[config.mk]
export PLATFORM = sky130hd
export DESIGN_NAME = rmq_div_cell
export DESIGN_NICKNAME = d
export VERILOG_FILES = /design/src/rtl/rmq_div_cell.sv
export SDC_FILE = /design/constraint.sdc
export NUM_CORES = 1
export LEC_CHECK = 0
export ABC_AREA = 1
export BUFFER_PORTS_ARGS = -buffer_cell sky130_fd_sc_hd__buf_2
export CAP_MARGIN = 20
export CORE_MARGIN = 10
export CORE_UTILIZATION = 40
export CTS_BUF_LIST = sky130_fd_sc_hd__clkbuf_4 sky130_fd_sc_hd__clkbuf_8
export DETAILED_ROUTE_END_ITERATION = 7
export HOLD_SLACK_MARGIN = 0.05
export PLACE_DENSITY_LB_ADDON = 0.2
export SLEW_MARGIN = 10
export SYNTH_ARGS = -nofsm -noshare
export SYNTH_HDL_FRONTEND = slang
export SYNTH_SLANG_ARGS = --single-unit
[constraint.sdc]
create_clock -name clk -period 4.6 [get_ports clk]
set_clock_uncertainty 0.05 [all_clocks]
set_input_delay 0.46 -clock clk [delete_from_list [all_inputs] [get_ports clk]]
set_output_delay 0.46 -clock clk [all_outputs]
set_load 0.02 [all_outputs]
[src/rtl/rmq_div_cell.sv]
// ----------------------------------------------------------------------------
// rmq_div_cell: one restoring division step for three dividends at once
// Shares one divisor across the three scaled terms of an item.
// ----------------------------------------------------------------------------
module rmq_div_cell #(
	parameter int NUM_W = 48,
	parameter int DEN_W = 26,
	parameter int Q_W = 18,
	parameter int STEP = 0
) (
	input  logic                  clk,
	input  logic                  en,
	input  logic [DEN_W-1:0]      den,
	input  logic [2:0][NUM_W-1:0] rem_in,
	input  logic [2:0][Q_W-1:0]   quo_in,
	output logic [2:0][NUM_W-1:0] rem_out,
	output logic [2:0][Q_W-1:0]   quo_out
);
	localparam int BITPOS = Q_W - 1 - STEP;

	logic [NUM_W+Q_W-1:0] sh;
	logic [2:0]           take;

	always_comb begin
		sh = {{Q_W{1'b0}}, {(NUM_W-DEN_W){1'b0}}, den} << BITPOS;
		for (int t = 0; t < 3; t++)
			take[t] = {{Q_W{1'b0}}, rem_in[t]} >= sh;
	end

	always_ff @(posedge clk) begin
		if (en) begin
			for (int t = 0; t < 3; t++) begin
				rem_out[t] <= take[t] ? rem_in[t] - sh[NUM_W-1:0] : rem_in[t];
				quo_out[t] <= take[t] ? (quo_in[t] | (Q_W'(1) << BITPOS)) : quo_in[t];
			end
		end
	end
endmodule

# After elaboration in Yosys (flattened, before gate mapping)

Index checks and enable logic that the tools add are counted.

Bits in registers: 198
Input bits: 226
Output and inout bits: 198

Add/subtract/negate cells: 3
Order comparisons: 3
Mux-type cells: 3

Operators with widths:

| kind                           | number |
|---|---|
| >= comparator 48 x 43 -> 1 bit | 3 |
| two-way mux 48 bit             | 3 |
| subtractor 48 x 43 -> 48 bit   | 3 |

# Logic depth before layout (Yosys ltp)

Gate-level depths: netlist of run 1.

Depth in word-level cells: 2
Mapped depth: 17
Depth with buffers taken out: 15

# Least setup slack after synthesis of run 1

OpenSTA, ideal clock, no wires.

Kind: in2reg
From: input port den[6]
To: register quo_out[53] (netlist bit), data pin
Library setup time: 262 ps
Arrival time: 1,927 ps
Slack: 2,360 ps
Cell stages on the path: 14
Buffers on the path: 1
Path through: inv_1 > ha_1 > nand2_1 > inv_1 > nand2_1 > nand2_1 > inv_1 > nand2_2 > nand2_1 > nand2_2 > nand2_1 > nand3_2 > buf_4 > or2_2

Cells in the longest elaborated chain, start to end: 1

RTL lines:

| what                           | line | text |
|---|---|---|
| start, declared                | 13   | `input logic [DEN_W-1:0] den,` |
| >= comparator 48 x 43 -> 1 bit | 27   | `take[t] = {{Q_W{1'b0}}, rem_in[t]} >= sh;` |
| end signal, assigned by index  | 34   | `quo_out[t] <= take[t] ? (quo_in[t] \| (Q_W'(1) << BITPOS)) : quo_in[t];` |
| end, declared                  | 17   | `output logic [2:0][Q_W-1:0] quo_out` |

Every way passes these cells.
A chain may end at the register's enable or synchronous reset.

# Worst setup path after layout of run 1

From: input port den[13]
To: register rem_out[94] (netlist bit), data pin

Cells in the longest elaborated chain, start to end: 2

RTL lines:

| what                                                                                  | line   | text |
|---|---|---|
| subtractor 48 x 43 -> 48 bit / >= comparator 48 x 43 -> 1 bit (equally long branches) | 33, 27 |  |
| two-way mux 48 bit *                                                                  | 33     | `rem_out[t] <= take[t] ? rem_in[t] - sh[NUM_W-1:0] : rem_in[t];` |
| end signal, assigned by index                                                         | 33     |  |
| end, declared                                                                         | 16     | `output logic [2:0][NUM_W-1:0] rem_out,` |

Mark *: on every way between the ends. The rest lies on a longest branch, timed or not.

==> results of run 1 <==
## final timing paths
path              startpoint           to  slack [ns]
setup / recovery     den[13]  rem_out[94]        2.07
hold / removal     rem_in[8]   rem_out[8]        0.09
## per-stage QoR
stage	worst slack (ns)	utilization [%]
2_1_floorplan	2.36	-
3_3_place_gp	1.62	48.3
3_5_place_dp	1.57	48.3
4_1_cts	2.13	51.1
5_1_grt	1.91	51.2
6_report	2.07	51.2
## area by class of cell
class | count | area, um^2
multi-input cells | 1374 | 6610
clock buffers | 17 | 234
fillers | 3539 | 16900
repair buffers | 490 | 2790
flip-flops and latches | 198 | 5950
well taps | 455 | 569
inverters | 388 | 1460
diodes | 2 | 5.00
clock inverters | 15 | 174
## Yosys cell counts
| library cell | number |
|---|---|
| o21a_1 | 2 |
| ha_1 | 78 |
| nand2_4 | 1 |
| edfxtp_1 | 198 |
| nand2_1 | 837 |
| nand3b_1 | 8 |
| or2_1 | 1 |
| buf_6 | 9 |
| a21oi_2 | 10 |
| buf_4 | 3 |
| fa_1 | 3 |
| inv_2 | 8 |
| and2_1 | 11 |
| nor2_2 | 2 |
| nand3_1 | 109 |
| xnor2_1 | 3 |
| o21ai_0 | 9 |
| xor2_1 | 40 |
| nor2_1 | 143 |
| nand4_1 | 32 |
| a21oi_1 | 46 |
| nor3b_1 | 4 |
| nor3_1 | 19 |
| or2_2 | 3 |
| nand2_2 | 10 |
| buf_2 | 7 |
| nand3_2 | 3 |
| inv_1 | 380 |
## repair_timing
| action | CTS | global route |
|---|---|---|
| hold buffers | 56 | 5 |
| endpoints found under the setup margin | 0 | 0 |
| endpoints found under the hold margin | 56 | 5 |
## registers in the layout (all words and copies together) (netlist names)
signal   flops
rem_out    144
quo_out     54
## logic make-up (layout without fill, tap and decap cells)
| group | after synthesis | in the layout | share of synthesized area, % |
|---|---|---|---|
| DFF | 198 | 198 | 42.0 |
| other | 0 | 2 | 0 |
| and+or+nand+nor | 1183 | 1183 | 34.0 |
| adders and majority gates | 81 | 81 | 7.31 |
| AOI/OAI and AO/OA | 67 | 67 | 2.67 |
| buffers and inverters | 407 | 910 | 11.4 |
| xor gates and xnor gates | 43 | 43 | 2.66 |
## layer usage
| metal | share of wire [%] | global-route usage, % |
|---|---|---|
| met1 | 43 | 30.9 |
| met5 | 0 | 0 |
| met3 | 5.9 | 4.78 |
| met2 | 49 | 44.0 |
| met4 | 2.5 | 7.20 |
## power by group through the flow
stage	Clock, mW	Combinational, mW	Sequential (mW)
2_1_floorplan	0	0.760	2.59
3_3_place_gp	0	1.68	2.34
3_5_place_dp	0	1.69	2.34
4_1_cts	1.21	1.73	2.30
5_1_grt	1.29	1.91	2.32
6_report	1.18	1.73	2.30
==> metrics.md, run 1 <==
| Metric | Value |
|---|---|
| Outcome | `completed` |
| Vias in the first global route | `13800` |
| Core ar. | `34700 um^2` |
| CTS sink count | `198` |
| Slew Limit Fails | `0` |
| WHS | `0.0898 ns` |
| RSZ-0062 raised after global routing | `false` |
| I/O pin cnt | `424` |
| Worst-path cell chain | `buf_2, inv_1, ha_1, nand2_1, inv_1, nand2_1, inv_1, nand2_1, inv_1, nand2_1, nand2_1, nand2_1, nand3_2, inv_2, a21oi_1` |
| Antenna violations before repair | `3` |
| Synth warnings | `0` |
| CP Depth | `15` |
| Clock share of power | `22.7%` |
| Worst Path Max Fanout | `29` |
| Final Total Pwr | `5.22 mW` |
| WP data required | `4.79 ns` |
| Pleak | `9.66 nW` |
| Clk slew on worst S/H paths | `0.12 ns` |
| Total setup buffers inserted after CTS | `0` |
| Via count | `14100` |
| Synth top area cells | `edfxtp_1 (42%), nand2_1 (22%), inv_1 (10%), ha_1 (6.9%), nand3_1 (3.8%)` |
| Area Growth Syn to Fin | `25.5%` |
| H-tree levels | `4` |
| Row count | `68` |
| CTS tree | `yes` |
| Cell family with most CP delay | `buffers and inverters` |
| Min cycle time layout | `2.53 ns` |
| Slowest stage cell, crit path | `inv_2` |
| Vias per cell | `4.78` |
| Total gr overflow | `0` |
| Area after DPL | `16800 um^2` |
| Most frequent cells in the layout | `nand2_1 (837), buf_2 (422), inv_1 (380), edfxtp_1 (198), nor2_1 (143)` |
| Synth unique cells | `28` |
| Post_cts resized | `0` |
| Final setup vio count | `0` |
| Critical path class | `input pin to flip-flop` |
| Most used cell, CP | `nand2_1` |
| Initial Utilization | `40.8%` |
| Die boundary width | `208 um` |
| Final period util | `55.0%` |
| CTS max path bufs | `2` |
| Sw Share | `38.2%` |
| Slew HR | `48.4%` |
| First-pass GRT wire length | `84000 um` |
| Worst Hold Class | `input pin to flip-flop` |
| Overall routing resource usage | `25.2%` |
| Largest net degree at the start of global routing | `86` |
| Design Area, Final | `17800 um^2` |
| Nets | `2776` |
| Share of layout cells above drive strength 1 | `20.1%` |
| PortBufs | `423` |
| Commonest non-fill, non-tap cell in the layout | `nand2_1` |
| Power per cell area | `293 nW/um^2` |
| Detail Route Antenna Nets | `0` |
| Crit-path max cell delay | `0.45 ns` |
| VDD IR max | `0.193 mV` |
| Post-DP HPWL | `46700 um` |
| Setup TNS | `0 ns` |
| Startpoint types | `input pin` |
| Sw Pwr | `1.99 mW` |
| Yosys top cell by area | `edfxtp_1` |
| Cts bufs inserted | `17` |
| Pre-antenna DRT Iters | `5` |
| Mapped Cells | `1979` |
| Worst slew pin tran | `0.774 ns` |
| Root Driver | `clkbuf_8` |
| Final hold vios | `0` |
| Max Fclk | `396 MHz` |
| Syn nets | `2286` |
| Cells after DPL | `2844` |
| Int Pwr | `3.22 mW` |
| Logic pwr share | `33.2%` |
| Layout Cells excl Fill | `2939` |
| Register area share after synthesis | `42.0%` |
| WHS Path Cells | `1` |
| Seq cells post-synth | `198` |
| Syn_area_per_cell | `7.16 um^2` |
| Max Cap Viol | `0` |
| Post-route DRC | `0` |
| Drt total wl | `56300 um` |
| DRT iter0 DRCs | `1094` |
| DIE AREA | `43400 um^2` |
| Cell Area, Synth | `14200 um^2` |
| Die Y | `208 um` |
| Sequential share of power | `44.1%` |
| Routed WL per cell | `19.2 um` |
| Area share of the largest cell type after synthesis | `42.0%` |
| Number of buffers and inverters on the critical path | `6` |
| CP Data Arrival Time | `2.72 ns` |
| Crit. End Element | `flip-flop` |
| GPL Wtd Cong | `0.978` |
No activity file was read; power rests on OpenSTA's default activity.
==> run 2: changes to the inputs <==
==> constraint.sdc (replaced) <==
create_clock -name clk -period 2.05 [get_ports clk]
set_clock_uncertainty 0.05 [all_clocks]
set_input_delay 0.205 -clock clk [delete_from_list [all_inputs] [get_ports clk]]
set_output_delay 0.205 -clock clk [all_outputs]
set_load 0.02 [all_outputs]
==> metrics.md, run 2 (synthesis results as in run 1) <==
| Metric | Value |
|---|---|
| Largest net degree at the start of global routing | `50 (was 86)` |
| Pleak | `12.0 nW (was 9.66 nW)` |
| Area after DPL | `19700 um^2 (was 16800 um^2)` |
| Vias in the first global route | `16200 (was 13800)` |
| CTS sink count | `198 (unchanged)` |
| Worst Hold Class | `input pin to flip-flop (unchanged)` |
| Critical path class | `input pin to flip-flop (unchanged)` |
| Vias per cell | `4.74 (was 4.78)` |
| GPL Wtd Cong | `0.991 (was 0.978)` |
| Die boundary width | `208 um (unchanged)` |
| Outcome | `finished, violations left (was completed)` |
| Via count | `16200 (was 14100)` |
| Power per cell area | `587 nW/um^2 (was 293 nW/um^2)` |
| Slew HR | `61.7% (was 48.4%)` |
| Post-DP HPWL | `50600 um (was 46700 um)` |
| Share of layout cells above drive strength 1 | `29.3% (was 20.1%)` |
| DRT iter0 DRCs | `1136 (was 1094)` |
| Max FFs per register | `144 (unchanged)` |
| Worst hold endpoint | `rem_out[82] (was rem_out[8])` |
| Cts bufs inserted | `17 (unchanged)` |
| WP data required | `2.27 ns (was 4.79 ns)` |
| DIE AREA | `43400 um^2 (unchanged)` |
| Overall routing resource usage | `27.9% (was 25.2%)` |
| Initial Utilization | `40.8% (unchanged)` |
| Crit. End Element | `flip-flop (unchanged)` |
| Row count | `68 (unchanged)` |
| Worst-path cell chain | `dlygate4sd3_1, buf_2, ha_1, nand2_1, nand2_1, a21oi_2, nand2_1, a21oi_2, nand3_4, buf_12, or2_2 (was buf_2, inv_1, ha_1, nand2_1, inv_1, nand2_1, inv_1, nand2_1, inv_1, nand2_1, nand2_1, nand2_1, nand3_2, inv_2, a21oi_1)` |
| Final period util | `101%` |
| Final hold vios | `0 (unchanged)` |
| Max Cap Viol | `0 (unchanged)` |
| WHS Path Cells | `4 (was 1)` |
| Drt total wl | `62600 um (was 56300 um)` |
| Most frequent cells in the layout | `nand2_1 (834), buf_2 (422), inv_1 (379), buf_4 (335), edfxtp_1 (198) (was nand2_1 (837), buf_2 (422), inv_1 (380), edfxtp_1 (198), nor2_1 (143))` |
| Slowest stage cell, crit path | `dlygate4sd3_1 (was inv_2)` |
| Slew Limit Fails | `0 (unchanged)` |
| Root Driver | `clkbuf_8 (unchanged)` |
| Core ar. | `34700 um^2 (unchanged)` |
| Commonest non-fill, non-tap cell in the layout | `nand2_1 (unchanged)` |
| Total gr overflow | `0 (unchanged)` |
| Failing checks | `setup timing` |
| Min cycle time layout | `2.06 ns` |
| Worst Path Max Fanout | `10 (was 29)` |
| CTS max path bufs | `2 (unchanged)` |
| Worst slew pin tran | `0.574 ns (was 0.774 ns)` |
| Max Fclk | `485 MHz` |
| Area Growth Syn to Fin | `56.5% (was 25.5%)` |
| Final Total Pwr | `13.0 mW (was 5.22 mW)` |
| Biggest regs | `rem_out x144, quo_out x54 (unchanged)` |
| Worst hold start | `rem_in[82] (was rem_in[8])` |
| Nets | `3260 (was 2776)` |
| Startpoint types | `input pin (unchanged)` |
| Final setup margin | `-0.0106 ns (was 2.07 ns)` |
| First-pass GRT wire length | `93400 um (was 84000 um)` |
| Die Y | `208 um (unchanged)` |
| CP Data Arrival Time | `2.28 ns (was 2.72 ns)` |
| RSZ-0062 raised after global routing | `true (was false)` |
| Clk slew on worst S/H paths | `0.11 ns (was 0.12 ns)` |
| Design Area, Final | `22200 um^2 (was 17800 um^2)` |
| Pre-antenna DRT Iters | `5 (unchanged)` |
| VDD IR max | `0.439 mV (was 0.193 mV)` |
| Routed WL per cell | `18.3 um (was 19.2 um)` |
| Post-route DRC | `0 (unchanged)` |
| Antenna violations before repair | `4 (was 3)` |
| PortBufs | `423 (unchanged)` |
| H-tree levels | `4 (unchanged)` |
| Most used cell, CP | `nand2_1 (unchanged)` |
| Largest Register | `rem_out (unchanged)` |
| Crit-path max cell delay | `0.53 ns (was 0.45 ns)` |
| I/O pin cnt | `424 (unchanged)` |
| CTS tree | `yes (unchanged)` |
| Final setup vio count | `1 (was 0)` |
| Detail Route Antenna Nets | `0 (unchanged)` |
## run 2: cell types whose count changed in the layout (fill, tap and decap cells not counted), moves of 4 or more
cell,previous run,this run
buf_12,1,22
a21oi_2,10,14
nor2_2,2,6
a21oi_1,46,42
buf_4,5,335
nor2_1,143,137
dlygate4sd3_1,61,192
## run 2: how the worst max path moves through the flow
stage / startpoint / to / slack [ns] / cells after the start
after floorplan: den[6] / quo_out[53] / 0.07 / 14
after global placement: den[24] / rem_out[132] / -0.44 / 12
after detailed placement: den[24] / rem_out[133] / -0.46 / 13
after CTS: rem_in[36] / quo_out[17] / 0.01 / 11
after global routing: rem_in[36] / quo_out[17] / -0.06 / 11
final: rem_in[36] / quo_out[17] / -0.01 / 11
## run 2: worst max-delay path: cells and delay by family
kind            cells  cell delay (ns)
fa+ha+maj           1             0.19
simple gates        5             0.67
compound gates      2             0.37
buf+inv             3             0.83
## run 2: report_power, final
| part | internal [mW] | total (mW) | switching, mW |
|---|---|---|---|
| Clock | 1.09 | 2.86 | 1.77 |
| Combinational | 2.11 | 4.97 | 2.86 |
| Sequential | 5.02 | 5.18 | 0.168 |
## run 2: through the flow
step	TNS (ns)	util [%]	instances	setup slack (ns)	hold WS, ns
floorplan	0	-	1979	0.0654	0.254
global placement	-31.84	56.6	3195	-0.439	0.333
detailed placement	-32.79	56.6	3195	-0.462	0.334
CTS	0	63.5	3419	0.0134	0.0564
global route	-0.544	63.9	3425	-0.0610	0.103
finish	-0.0106	63.9	3426	-0.0106	0.0931
## run 2: area by class of cell
class	instances	area (um^2)
clock buffers	17	234
well taps	455	569
fillers	3136	12500
multi-input cells	1374	6700
diodes	5	12.5
flip-flops and latches	198	5950
clock inverters	15	214
inverters	388	1460
repair buffers	974	7040
## run 2: what timing repair did
item | CTS | global route
buffers inserted | 0 | 1
setup endpoints to repair | 0 | 77
hold buffers | 192 | 0
resized for setup | 0 | 23
endpoints found under the hold margin | 192 | 0
## run 2: routing by layer
metal / wire length (um) / vias up / share of wire (%) / track usage, %
li1: - / 8106 / - / -
met3: 3610 / 104 / 5.8 / 5.02
met5: 0 / - / 0 / 0
met1: 25200 / 7449 / 40 / 31.7
met4: 2450 / 0 / 3.9 / 12.3
met2: 31300 / 582 / 50 / 49.8
