### config.mk
export PLATFORM = sky130hd
export DESIGN_NAME = rmq_sqrt_cell
export DESIGN_NICKNAME = d
export VERILOG_FILES = /design/src/rtl/rmq_sqrt_cell.sv
export SDC_FILE = /design/constraint.sdc
export NUM_CORES = 1
export LEC_CHECK = 0
export BUFFER_PORTS_ARGS = -buffer_cell sky130_fd_sc_hd__buf_4
export CORE_MARGIN = 3
export CORE_UTILIZATION = 54
export DETAILED_ROUTE_END_ITERATION = 10
export HOLD_SLACK_MARGIN = 0.1
export MAX_ROUTING_LAYER = met4
export PLACE_DENSITY = 0.85
export SYNTH_ARGS = -nofsm -noshare
export SYNTH_HDL_FRONTEND = slang
export SYNTH_SLANG_ARGS = --single-unit
### constraint.sdc
create_clock -name clk -period 4 [get_ports clk]
set_clock_uncertainty 0.1 [all_clocks]
set_input_delay 0 -clock clk [delete_from_list [all_inputs] [get_ports clk]]
set_output_delay 0 -clock clk [all_outputs]
set_load 0.01 [all_outputs]
### src/rtl/rmq_sqrt_cell.sv
// ----------------------------------------------------------------------------
// rmq_sqrt_cell: one restoring square-root step
// Resolves one result bit per enabled cycle, passes remainder and root on.
// ----------------------------------------------------------------------------
module rmq_sqrt_cell #(
	parameter int RAD_W = 48,
	parameter int ROOT_W = 24,
	parameter int STEP = 0
) (
	input  logic              clk,
	input  logic              en,
	input  logic [RAD_W-1:0]  rem_in,
	input  logic [ROOT_W-1:0] root_in,
	output logic [RAD_W-1:0]  rem_out,
	output logic [ROOT_W-1:0] root_out
);
	localparam int BITPOS = ROOT_W - 1 - STEP;

	logic [RAD_W+1:0] trial;
	logic [RAD_W+1:0] cand;
	logic [RAD_W+1:0] rem_ext;

	// Test (2*root + bit) * bit against the remainder, with root already
	// holding the upper resolved bits in place.
	always_comb begin
		rem_ext = {2'b00, rem_in};
		cand    = ({{(RAD_W+2-ROOT_W){1'b0}}, root_in} << (BITPOS + 1))
			+ ({{(RAD_W+1){1'b0}}, 1'b1} << (2 * BITPOS));
		trial   = rem_ext - cand;
	end

	always_ff @(posedge clk) begin
		if (en) begin
			if (rem_ext >= cand) begin
				rem_out  <= trial[RAD_W-1:0];
				root_out <= root_in | (ROOT_W'(1) << BITPOS);
			end else begin
				rem_out  <= rem_in;
				root_out <= root_in;
			end
		end
	end
endmodule

**Word level (Yosys, flattened, before mapping)**

Index checks and enable logic that the tools add are counted.

- Bits in registers: 72
- Input bits: 74
- Word-level logic and storage cells: 7

- Add/sub/neg operators: 2
- Order comparisons: 1
- Multiplexer cells: 1

Operators by type and width:

| kind | number |
|---|---|
| adder 48 x 47 -> 49 bit (second input constant) | 1 |
| greater-or-equal comparator 48 x 49 -> 1 bit | 1 |
| two-way mux 48 bit | 1 |
| subtractor 48 bit | 1 |

**Longest topological paths before layout**

Gate-level depths: netlist of run 1.

- Depth in word-level cells: 3
- Gate-level depth with buffers: 12
- Mapped depth without buffers: 11

**Worst setup path before layout of run 1**

No wires, ideal clock.

- Path kind: in2reg
- Start point: input port rem_in[24]
- End point: register rem_out[44] (data pin)
- Setup time: 260 ps
- Data arrival time: 2023 ps
- Data required time: 3640 ps
- Setup slack: 1616 ps
- Stages: 11
- Cells stage by stage: inv_1 -> ha_1 -> fa_1 -> nor2b_1 -> o31ai_2 -> a21oi_2 -> a2111oi_4 -> o31ai_1 -> a21oi_2 -> xnor2_1 -> mux2_4

- Word-level cells in the longest chain between the ends: 2
- Elaborated cells on any way between the ends: 3
- Classes of those cells: 1 x add/sub; 1 x order compare; 1 x mux

RTL lines:

| item | RTL line | source |
|---|---|---|
| from (decl) | 12 | `input logic [RAD_W-1:0] rem_in,` |
| subtractor 48 bit / greater-or-equal comparator 48 x 49 -> 1 bit (equally long branches) | 29, 34 |  |
| two-way mux 48 bit (*) | 34 | `if (rem_ext >= cand) begin` |
| to (signal assigned) | 35 | `rem_out <= trial[RAD_W-1:0];` |
| to (signal assigned) | 38 | `rem_out <= rem_in;` |
| to (decl) | 14 | `output logic [RAD_W-1:0] rem_out,` |

Every way passes the cells marked *; elsewhere a longest branch is shown, timed or not.
A chain may end at the register's enable or synchronous reset.

**Worst setup path in the final report of run 1**

- Start point: input port rem_in[28]
- End point: register rem_out[47] (data pin)

The elaborated chain is that of the path after synthesis.

==> run summary, run 1 <==
Registers take 2160 sq um. The run gives 0.221 mV as the worst IR drop on VDD. The number of antenna violations at the first check in global routing is 0. In the routed layout, each cell is associated on average with a via count of 5.34.

The launching element type of the critical path is a primary input. STA classifies the critical path endpoint as a flip-flop. The analysis attributes to cell leakage a power of 2.68 nW.

The fill cell total of the finished layout is 404, and the remaining routing DRC violations is 0. Summing the areas of all xor and xnor instances in the mapped netlist gives 4.29% of the synthesized area. Share of synthesized cell area in and, or, nand and nor gates: 8.95%.

The tools report the number of max-cap violations as 0. Setup repair after global routing left no endpoint under its margin. Area share of the largest cell type after synthesis: 53.0%.

The worst setup path is of the primary input to flip-flop kind. Summed over all layers, the global routing overflow is 0. After the first detailed-routing iteration, the DRC count stood at 143. The highest clock rate came out at 299 MHz. The repair_antennas step left the layout with diodes totalling 0. The logs give 3529 for the via count of the first global-routing pass and 33.1% for the global-route met1 utilization. The area share of fa/ha/maj cells after synthesis was 8.15%; the number of CTS-inserted buffers was 9.

After layout, the worst path uses 83.6% of the clock period. The worst hold path stage count is 1. For the worst setup path, the data required time is 4.01 ns. In this run the tightest slew margin relative to its limit is 40.5%. The met3 track utilization from global routing came out at 5.52%. TritonCTS built the clock tree. Global routing consumed, on the met2 layer, 48.4% of the routing resources. The run gives 0.858 as the last weighted congestion value of the routability-driven placer.

After global routing, the most crowded layer is met2. During synthesis, Yosys emitted a total of 0 warnings. Once detail routing completed, the nets flagged for antenna violations numbered 0. After detailed routing, the average wire length per cell comes to 17.9 um. For this design, the sink count on the clock tree is 72. The run gives 11600 um as the final wirelength. By area the synthesized netlist is led by sky130_fd_sc_hd__edfxtp_1 53%, sky130_fd_sc_hd__ha_1 7.7%, sky130_fd_sc_hd__mux2_4 5.1%.

Setup violations remaining at the end of the flow were counted as 0. The tools report the wire length of the first global-routing pass as 18200 um. The run finished with clean final reports.

Leaving out fill and tap cells, the most frequent cell in the layout is sky130_fd_sc_hd__buf_4. In this run the mean area of a mapped cell was 12.8 sq um. For the summed instance area of the synthesized netlist, the log shows 4080 sq um. Of all nets on the critical path, the largest fanout is 16. The half-perimeter wire length of the detailed placement result was 7010 um; the worst hold-check slack was 0.200 ns.

The tools report the distinct cell type count after synthesis as 60. Synthesis produced a netlist whose cell count is 320. The combinational family with the most area after synthesis was compound AO/OA/AOI/OAI gates. The area of the die is 8640 sq um, and the total of cells resized after clock tree synthesis is 0. Of all cell types, the one taking the most synthesized area is sky130_fd_sc_hd__edfxtp_1.

Die boundary height: 93.0 um. The share of flip-flops with an asynchronous set or reset after synthesis came out at 0%. The tools report the worst min-delay path endpoint as rem_out[11].

The tools report the count of endpoints failing hold in the final timing report as 0. In the layout the commonest cells are 146 x sky130_fd_sc_hd__buf_4, 72 x sky130_fd_sc_hd__dlygate4sd3_1, 72 x sky130_fd_sc_hd__edfxtp_1, 31 x sky130_fd_sc_hd__inv_1, 25 x sky130_fd_sc_hd__ha_1. Launch point of the worst hold path: en. After floorplanning, the core was divided into 31 placement rows. The area added between synthesis and finish is 50.0%, and the number of nets at the end of the flow is 642.

The power density over cell area was 343 nW/um^2. The run gives 2.10 mW as the total power draw. The data arrival time at the worst-slack endpoint is 3.35 ns, and the actual slew at the worst max-slew pin is 0.893 ns. Sequential cells were found to cover 53.0% of the synthesized design area.

After floorplanning, the core was sized to cover 7290 sq um. The master cell of the clock root buffer is sky130_fd_sc_hd__clkbuf_8. The number of enable-type register cells in the synthesized netlist came out at 72. For this block, the via count after detailed routing is 3447.

The proportion of synthesized area in mux cells works out to 8.00%. In this run the tool buffered the top-level ports with 145 buffer cells. Clock edge transition at the registers on the reported setup and hold paths: 0.08 ns.

Among all flip-flop cells after synthesis, the most frequent one is sky130_fd_sc_hd__edfxtp_1. The logs give 0 for the max-slew violation count and 28.1% for the overall routing resource usage. Once the floorplan was initialized, standard cells occupied 56.0% of the core. In this run the worst hold path is classified as primary input to flip-flop. Synthesis inferred 72 register bits. Synthesis produced a netlist with a net count of 420.

The clock passes through at most 2 buffers. Entering global routing, the biggest net connects 73 pins. The clock tree synthesis step divided the H-tree into 3 levels. The post-route netlist has 36.6% of its cells at a drive strength greater than 1.

In the final timing run, aggregate negative setup slack is 0 ns. The synthesized netlist devotes 13.1% of its cell area to compound gates. Summing all multi-input logic gate instances after layout gives 1740 sq um. Measured along the x axis, the die boundary spans 93.0 um. Before antenna repair, the detailed router went through 4 iterations.

The smallest clock period supported by the final layout is computed as 3.35 ns. For the count of pins on the block boundary, the log shows 146.
layout make-up:
class,count,area share [%]
sequential,72,35.3
multi-input combinational,210,28.3
clock inverter,7,0.756
tap,99,2.02
clock buffer,9,2.02
timing repair buffer,218,29.7
inverter,31,1.90
synthesized netlist by cell type, types with 5 or more instances:
| cell type | number |
|---|---|
| sky130_fd_sc_hd__nand2b_1 | 6 |
| sky130_fd_sc_hd__inv_1 | 31 |
| sky130_fd_sc_hd__a21oi_2 | 5 |
| sky130_fd_sc_hd__mux2_4 | 14 |
| sky130_fd_sc_hd__ha_1 | 25 |
| sky130_fd_sc_hd__mux2i_1 | 6 |
| sky130_fd_sc_hd__mux2_2 | 5 |
| sky130_fd_sc_hd__nor4_1 | 5 |
| sky130_fd_sc_hd__edfxtp_1 | 72 |
| sky130_fd_sc_hd__a21oi_1 | 18 |
| sky130_fd_sc_hd__nand2_1 | 19 |
| sky130_fd_sc_hd__xnor2_1 | 17 |
| sky130_fd_sc_hd__o21ai_0 | 8 |
| sky130_fd_sc_hd__a21o_1 | 6 |
| sky130_fd_sc_hd__nor2_1 | 15 |
flip-flops by register name, summed over array words and instances (netlist names):
register  cells
rem_out      48
root_out     24
critical path, stage by stage:
cell and delay [ns]:
sky130_fd_sc_hd__dlygate4sd3_1 0.54, sky130_fd_sc_hd__buf_4 0.14, sky130_fd_sc_hd__ha_1 0.38, sky130_fd_sc_hd__nand4b_1 0.13, sky130_fd_sc_hd__nor4_1 0.25, sky130_fd_sc_hd__nand3_1 0.14, sky130_fd_sc_hd__nor4_2 0.31, sky130_fd_sc_hd__a221oi_2 0.14
sky130_fd_sc_hd__a21oi_4 0.60, sky130_fd_sc_hd__buf_4 0.35, sky130_fd_sc_hd__mux2_2 0.36
metal layers:
layer / vias to the layer above / share of wire (%)
li1: 1632 / -
met1: 1625 / 39
met2: 158 / 53
met3: 32 / 5.6
met4: 0 / 2.4
met5: - / 0
per-stage QoR:
stage	utilization, %	setup WS, ns	cells	instance area [sq um]
finish	84.0	0.655	646	6130
global route	84.0	0.428	646	6130
CTS	84.0	0.667	646	6130
detailed placement	71.8	0.860	558	5240
global placement	71.8	0.996	558	5240
floorplan	-	1.62	320	4080
worst max-delay path by stage:
stage                      from           to  slack, ns
finish               rem_in[28]  rem_out[47]       0.65
global route        root_in[14]  rem_out[47]       0.43
CTS                  rem_in[28]  rem_out[47]       0.67
detailed placement   root_in[4]  rem_out[47]       0.86
global placement     rem_in[28]  rem_out[47]        1.0
floorplan            rem_in[24]  rem_out[44]       1.62
cells by family after synthesis:
group	Yosys count
AOI/OAI and AO/OA	70
xor gates and xnor gates	20
adders and majority gates	26
buffers and inverters	38
DFF	72
muxes	25
and+or+nand+nor	69
timing repair:
action / in CTS / in global routing
hold buffers: 72 / 0
hold endpoints to repair: 72 / 0
buffers inserted: 0 / 0
power breakdown:
group	internal (mW)	total, mW	switching [mW]
clock	0.225	0.516	0.291
sequential	0.922	0.948	0.0256
combinational	0.338	0.639	0.301
Power figures use the tool's default switching activity.
==> inputs of run 2 (changes only) <==
Settings changed: CORE_UTILIZATION 54 to 50, PLACE_DENSITY 0.85 to 0.79.
Clock period 4 ns to 3.2 ns, I/O delays scaled along.
==> run 2 against run 1 <==
Clock power is 41% higher. Core utilization is 5.0 points lower. First-iteration DRC count is 10% higher. Non-clock buffer count stayed put. Worst hold slack better by 0.015 ns. Design area is 0.67% higher. Combinational power is 23% higher. Final cell count is 0.46% higher. Total power is 28% higher. Sequential power is 24% higher. Via count is 2.3% lower. Largest cell class unchanged. Highest routed layer unchanged.
==> run summary, run 2 (synthesized netlist as in run 1, its figures left out) <==
Required time at the endpoint of the critical path: 3.20 ns (-0.81 ns). The number of endpoints failing setup at the final stage was 0 (unchanged). The worst IR drop on VDD is 0.257 mV (+17%).

The final wirelength is 10800 um (-6.3%). The path with the worst hold slack has its endpoint at rem_out[43]. The logs give 146 (unchanged) for the count of pins on the block boundary and 0 (unchanged) for the number of antenna violations at the first check in global routing. The tools report the overall routing resource usage as 24.8% (-3.3 points).

The library cell used most frequently in the layout, excluding fill and tap cells, is sky130_fd_sc_hd__buf_4. Counting I/O delays and the setup requirement, the final critical path takes 2.97 ns. The actual slew at the worst max-slew pin works out to 0.905 ns (+0.0122 ns). The number of max-cap violations came out at 0 (unchanged). The maximum fanout count along the critical path came out at 5 (-11). The via count of the first global-routing pass is 3448 (-2.3%).

The post-detailed-placement cell area was 5250 sq um (+0.31%). Setup repair after global routing left no endpoint under its margin. H-tree depth: 3 (unchanged).

The number of antenna-violating nets in the routed design came out at 0 (unchanged). Die outline width: 96.4 um (+3.7%). The logs give 7060 um (+0.80%) for the half-perimeter wire length of the detailed placement result and 642 (unchanged) for the number of nets at the end of the flow.

The tools report the highest clock rate as 336 MHz. The number of buffers inserted by port buffering was 145 (unchanged); the flip-flop count of the largest register after layout was 48 (unchanged). The number of violations reported at the end of detailed-routing iteration 0 came out at 158 (+10%). The share of post-route cells with drive strength above 1 works out to 36.7% (+0.18 points).

The total of cells resized after clock tree synthesis was 0 (unchanged). The area added between synthesis and finish came out at 51.1%. The run gives 2.70 nW (+0.45%) as the static leakage.

The fill cell total of the finished layout was 470 (+16%). The number of detailed-routing iterations run before antenna repair was 4 (unchanged). The effective utilization at floorplan is 52.3% (-3.7 points), and the wire length of the first global-routing pass is 16700 um (-8.3%). Cell with the biggest individual delay on the critical path: sky130_fd_sc_hd__dlygate4sd3_1. The largest registers in the layout are rem_out: 48 flops, root_out: 24 flops. The tools report the antenna diode count as 0 (unchanged). The largest stage delay on the critical path is 0.53 ns (-0.07 ns). The max-slew violation count is 0 (unchanged).

The share of the core filled with cells is 79.0% (-5.0 points). For the remaining routing DRC violations, the log shows 0 (unchanged). Launch point of the worst hold path: en.

The mean number of vias per cell was 5.19 (-2.7%). The data arrival time at the worst-slack endpoint came out at 2.98 ns (-0.37 ns). Final sum of negative setup slack: 0 ns (unchanged).

The worst setup path is launched from a primary input. The power density over cell area came out at 438 nW/um^2 (+28%). The run gives 7810 sq um (+7.1%) as the area of the core. The number of sinks driven by the clock tree was 72 (unchanged); the post-route cell area was 6170 sq um (+0.67%). After layout, the worst path uses 92.9% of the clock period. In the layout the commonest cells are 145 x sky130_fd_sc_hd__buf_4, 72 x sky130_fd_sc_hd__dlygate4sd3_1, 72 x sky130_fd_sc_hd__edfxtp_1, 31 x sky130_fd_sc_hd__inv_1, 25 x sky130_fd_sc_hd__ha_1. The total via count in the routed design is 3369 (-2.3%), and the clock edge transition at the registers on the reported setup and hold paths is 0.07 ns (about the same). The cell that appears most often on the critical path is sky130_fd_sc_hd__a21oi_2. The worst setup path is of the primary input to flip-flop kind. TritonCTS built the clock tree. The number of CTS-inserted buffers came out at 9 (unchanged). The deepest clock path buffer count is 2 (unchanged), and the number of standard-cell rows in the floorplan is 32 (+3.2%). The routed length per instance came out at 16.7 um (-6.7%). The pin count of the biggest net entering global routing is 73 (unchanged).

The tools report the global-route congestion overflow total as 0 (unchanged). The area of the die was 9290 sq um (+7.5%). Worst hold path stage count: 1 (unchanged).

The critical path goes through dlygate4sd3_1 -> buf_4 -> inv_1 -> ha_1 -> fa_1 -> nor2b_1 -> o31ai_2 -> a21oi_2 -> a2111oi_4 -> o31ai_1 -> a21oi_2 -> xnor2_1 -> mux2_4. The tools report the sort of element at the end of the critical path as a flip-flop. For the count of endpoints failing hold in the final timing report, the log shows 0 (unchanged).

Master cell of the clock root buffer: sky130_fd_sc_hd__clkbuf_8. The last weighted congestion value of the routability-driven placer came out at 0.850 (-0.98%). The min-delay analysis places its worst path in the category primary input to flip-flop. Register with the most flip-flops: rem_out. The run finished with clean final reports. The die boundary height is 96.4 um (+3.7%).

The headroom to the max-slew limit is 39.7% (-0.81 points).
## run 2: changes by cell type in the layout (fill, tap and decap cells not counted), sizes merged
cell      before  now
bufinv         0    1
clkinv         4    3
clkinvlp       1    2
inv           33   32
## run 2: what timing repair did
action / 4_1_cts / 5_1_grt
endpoints found under the hold margin: 72 / 0
setup buffers: 0 / 0
hold buffers: 72 / 0
## run 2: worst max-delay path, delay by kind of cell
kind | cells | cell delay (ns)
fa+ha+maj | 2 | 0.64
simple gates | 1 | 0.24
buf+inv | 3 | 0.70
mux | 1 | 0.25
xor+xnor | 1 | 0.12
compound gates | 5 | 1.04
## run 2: worst max path at each step
| stage | start | to |
|---|---|---|
| CTS | rem_in[28] | rem_out[47] |
| floorplan | rem_in[24] | rem_out[44] |
| global placement | rem_in[24] | rem_out[44] |
| detailed placement | rem_in[24] | rem_out[44] |
| global route | rem_in[26] | rem_out[47] |
| finish | rem_in[24] | rem_out[44] |
## run 2: layout make-up
class	instances	area, sq um	share of cell area, %
clock buffers	9	124	2.01
repair buffers	218	1830	29.7
clock inverters	7	71.3	1.16
flip-flops and latches	72	2160	35.1
well taps	102	128	2.07
multi-input cells	210	1740	28.2
inverters	31	116	1.89
## run 2: routing by layer
metal  share of wire, %  wire, um  track usage, %  vias up
li1                   -         -               -     1631
met1                 39      4240            27.7     1593
met2                 52      5670            43.9      119
met3                5.9       642            4.93       26
met4                2.7       288            9.11        0
met5                  0         0               -        -
## run 2: report_power, final
group | leakage [nW] | internal (mW) | switching [mW]
Clock | 0.0933 | 0.360 | 0.368
Combinational | 1.90 | 0.426 | 0.363
Sequential | 0.705 | 1.15 | 0.0304
## run 2: per-stage QoR
stage | worst slack (ns) | instances | hold WS, ns | power, mW
floorplan | 0.816 | 320 | -0.00113 | 1.61
finish | 0.226 | 649 | 0.215 | 2.70
global route | 0.0446 | 649 | 0.230 | 2.83
detailed placement | 0.459 | 561 | 0.0883 | 1.91
global placement | 0.488 | 561 | 0.0883 | 1.89
CTS | 0.258 | 649 | 0.226 | 2.69
==> inputs of run 3 (changes only) <==
Settings changed: SLEW_MARGIN set to 20.
Clock period 3.2 ns to 3.1 ns, I/O delays scaled along.
==> run 3 against run 2 <==
Count of clock-buffer cells in the layout unchanged. Critical path depth down 2. Die area unchanged. Sequential share of layout area about the same. Flip-flop and latch count unchanged. Final cell count up 0.46%. Sequential power up 3%. Total power up 1.8%. Worst hold slack worse by 0.0066 ns. Combinational power up 3.5%. Setup slack better by 0.062 ns. Design area about the same. Critical path type unchanged.
==> run summary, run 3 (synthesized netlist as in run 1, its figures left out) <==
The mean number of vias per cell was 5.20 (+0.10%); the routed length per instance was 16.7 um (about the same). The share of post-route cells with drive strength above 1 was 37.2% (+0.41 points). The sort of element at the end of the critical path was a flip-flop. The final wirelength is 10900 um (+0.38%). Flip-flop count of the largest register after layout: 48 (unchanged). For the deepest clock path buffer count, the log shows 2 (unchanged). The total power draw is 2.75 mW (+1.8%), and the worst IR drop on VDD is 0.259 mV (+0.59%).

The launching element type of the critical path is a primary input. In this run the worst hold path is classified as primary input to flip-flop. The tools report the remaining routing DRC violations as 0 (unchanged). Ranked by flip-flop count, first place goes to rem_out. The max-slew violation count is 0 (unchanged), and the area of the die is 9290 sq um (unchanged). The library cell used most frequently in the layout, excluding fill and tap cells, is sky130_fd_sc_hd__buf_4. The number of sinks driven by the clock tree is 72 (unchanged). The tools report the effective utilization at floorplan as 52.3% (unchanged).

The cell sitting at the root of the clock tree is a sky130_fd_sc_hd__clkbuf_8. Clock period minus worst slack: 2.81 ns. After layout, the worst path uses 90.7% of the clock period. The run gives 0 (unchanged) as the number of antenna-violating nets in the routed design. The pin count of the biggest net entering global routing is 73 (unchanged). The tools report the final sum of negative setup slack as 0 ns (unchanged). The largest registers in the layout are rem_out: 48 flops, root_out: 24 flops. Post-route cell area: 6160 sq um (about the same). The clock edge transition at the registers on the reported setup and hold paths is 0.08 ns (about the same).

The area added between synthesis and finish was 51.0% (about the same). TritonCTS built the clock tree. The count of endpoints failing hold in the final timing report was 0 (unchanged); the power density over cell area was 446 nW/um^2 (+1.8%).

The number of antenna violations at the first check in global routing was 1 (+1). The tools report the count of pins on the block boundary as 146 (unchanged). The number of max-cap violations is 0 (unchanged).

The tools report the last weighted congestion value of the routability-driven placer as 0.890 (+4.7%). The number of buffers inserted by port buffering came out at 145 (unchanged). The actual slew at the worst max-slew pin was 0.909 ns (+0.00376 ns).

The run finished with clean final reports. The overall routing resource usage is 24.8% (about the same). Required time at the endpoint of the critical path: 3.12 ns (-0.08 ns). The data arrival time at the worst-slack endpoint came out at 2.83 ns (-0.15 ns). H-tree depth: 3 (unchanged). Path type of the worst setup path: primary input to flip-flop.

The global-route congestion overflow total is 0 (unchanged), and the die outline width is 96.4 um (unchanged). In the layout the commonest cells are 147 x sky130_fd_sc_hd__buf_4, 72 x sky130_fd_sc_hd__dlygate4sd3_1, 72 x sky130_fd_sc_hd__edfxtp_1, 31 x sky130_fd_sc_hd__inv_1, 25 x sky130_fd_sc_hd__ha_1. The logs give 3549 (+2.9%) for the via count of the first global-routing pass and 9 (unchanged) for the number of CTS-inserted buffers. For this run, the top clock speed supported by timing is 356 MHz.

The tools report the number of standard-cell rows in the floorplan as 32 (unchanged). The logs give 2.69 nW (about the same) for the static leakage and 0 (unchanged) for the total setup buffers inserted after CTS. The total via count in the routed design is 3388 (+0.56%), and the wire length of the first global-routing pass is 16900 um (+1.2%). The logs give 644 (+0.31%) for the number of nets at the end of the flow and 7810 sq um (unchanged) for the area of the core. The worst hold path stage count came out at 1 (unchanged). Number of detailed-routing iterations run before antenna repair: 4 (unchanged).

Headroom to the max-slew limit: 39.4% (-0.25 points). The maximum fanout count along the critical path was 19 (+14); the post-detailed-placement cell area was 5250 sq um (about the same). Setup repair after global routing left no endpoint under its margin. The number of violations reported at the end of detailed-routing iteration 0 was 139 (-12%); the die boundary height was 96.4 um (unchanged).

The logs give 0 (unchanged) for the number of endpoints failing setup at the final stage and 7150 um (+1.3%) for the half-perimeter wire length of the detailed placement result.
run 3: cell count changes in the layout (fill, tap and decap cells not counted), sizes merged:
cell,before,now
buf,146,148
bufinv,1,0
clkinv,3,0
clkinvlp,2,3
diode,0,1
inv,32,35
run 3: final timing paths:
path	slack [ns]	startpoint	endpoint
hold / removal	0.21	en	root_out[19]
setup / recovery	0.29	rem_in[28]	rem_out[30]
run 3: what timing repair did:
action / CTS / global route
endpoints found under the hold margin: 72 / 0
setup endpoints to repair: 0 / 2
hold buffers: 72 / 0
resized for setup: 0 / 1
run 3: metrics by stage:
stage | util [%] | cells | worst slack, ns | hold slack (ns)
4_1_cts | 78.9 | 651 | 0.218 | 0.221
3_3_place_gp | 67.3 | 563 | 0.485 | 0.0884
3_5_place_dp | 67.3 | 563 | 0.409 | 0.0893
5_1_grt | 79.0 | 652 | 0.0441 | 0.240
2_1_floorplan | - | 320 | 0.716 | -0.00113
6_report | 79.0 | 652 | 0.288 | 0.209
run 3: report_power, final:
part / internal [mW] / switching [mW] / total (mW) / leakage [nW]
logic: 0.441 / 0.376 / 0.817 / 1.91
clock network: 0.304 / 0.407 / 0.711 / 0.0848
registers: 1.19 / 0.0302 / 1.22 / 0.705
run 3: per-layer routing:
metal | GRT usage (%) | share of wire, % | up-vias
li1 | - | - | 1632
met1 | 27.1 | 39 | 1600
met2 | 43.7 | 52 | 123
met3 | 5.16 | 6.2 | 33
met4 | 10.5 | 2.6 | 0
met5 | - | 0 | -
run 3: critical path, stage by stage:
cell                            delay (ns)
sky130_fd_sc_hd__dlygate4sd3_1        0.55
sky130_fd_sc_hd__buf_4                0.14
sky130_fd_sc_hd__ha_1                 0.38
sky130_fd_sc_hd__nand4b_1             0.14
sky130_fd_sc_hd__nor4_1               0.26
sky130_fd_sc_hd__nand3_1              0.17
sky130_fd_sc_hd__nor4_2               0.28
sky130_fd_sc_hd__a221oi_2             0.13
sky130_fd_sc_hd__a21oi_4              0.15
sky130_fd_sc_hd__buf_6                0.27
sky130_fd_sc_hd__mux2_2               0.37
run 3: cell type report:
| class | count | area (sq um) |
|---|---|---|
| antenna | 1 | 2.50 |
| clock inverter | 7 | 60.1 |
| sequential | 72 | 2160 |
| fill | 457 | 1640 |
| clock buffer | 9 | 124 |
| tap | 102 | 128 |
| timing repair buffer | 220 | 1840 |
| inverter | 31 | 116 |
| multi-input combinational | 210 | 1740 |
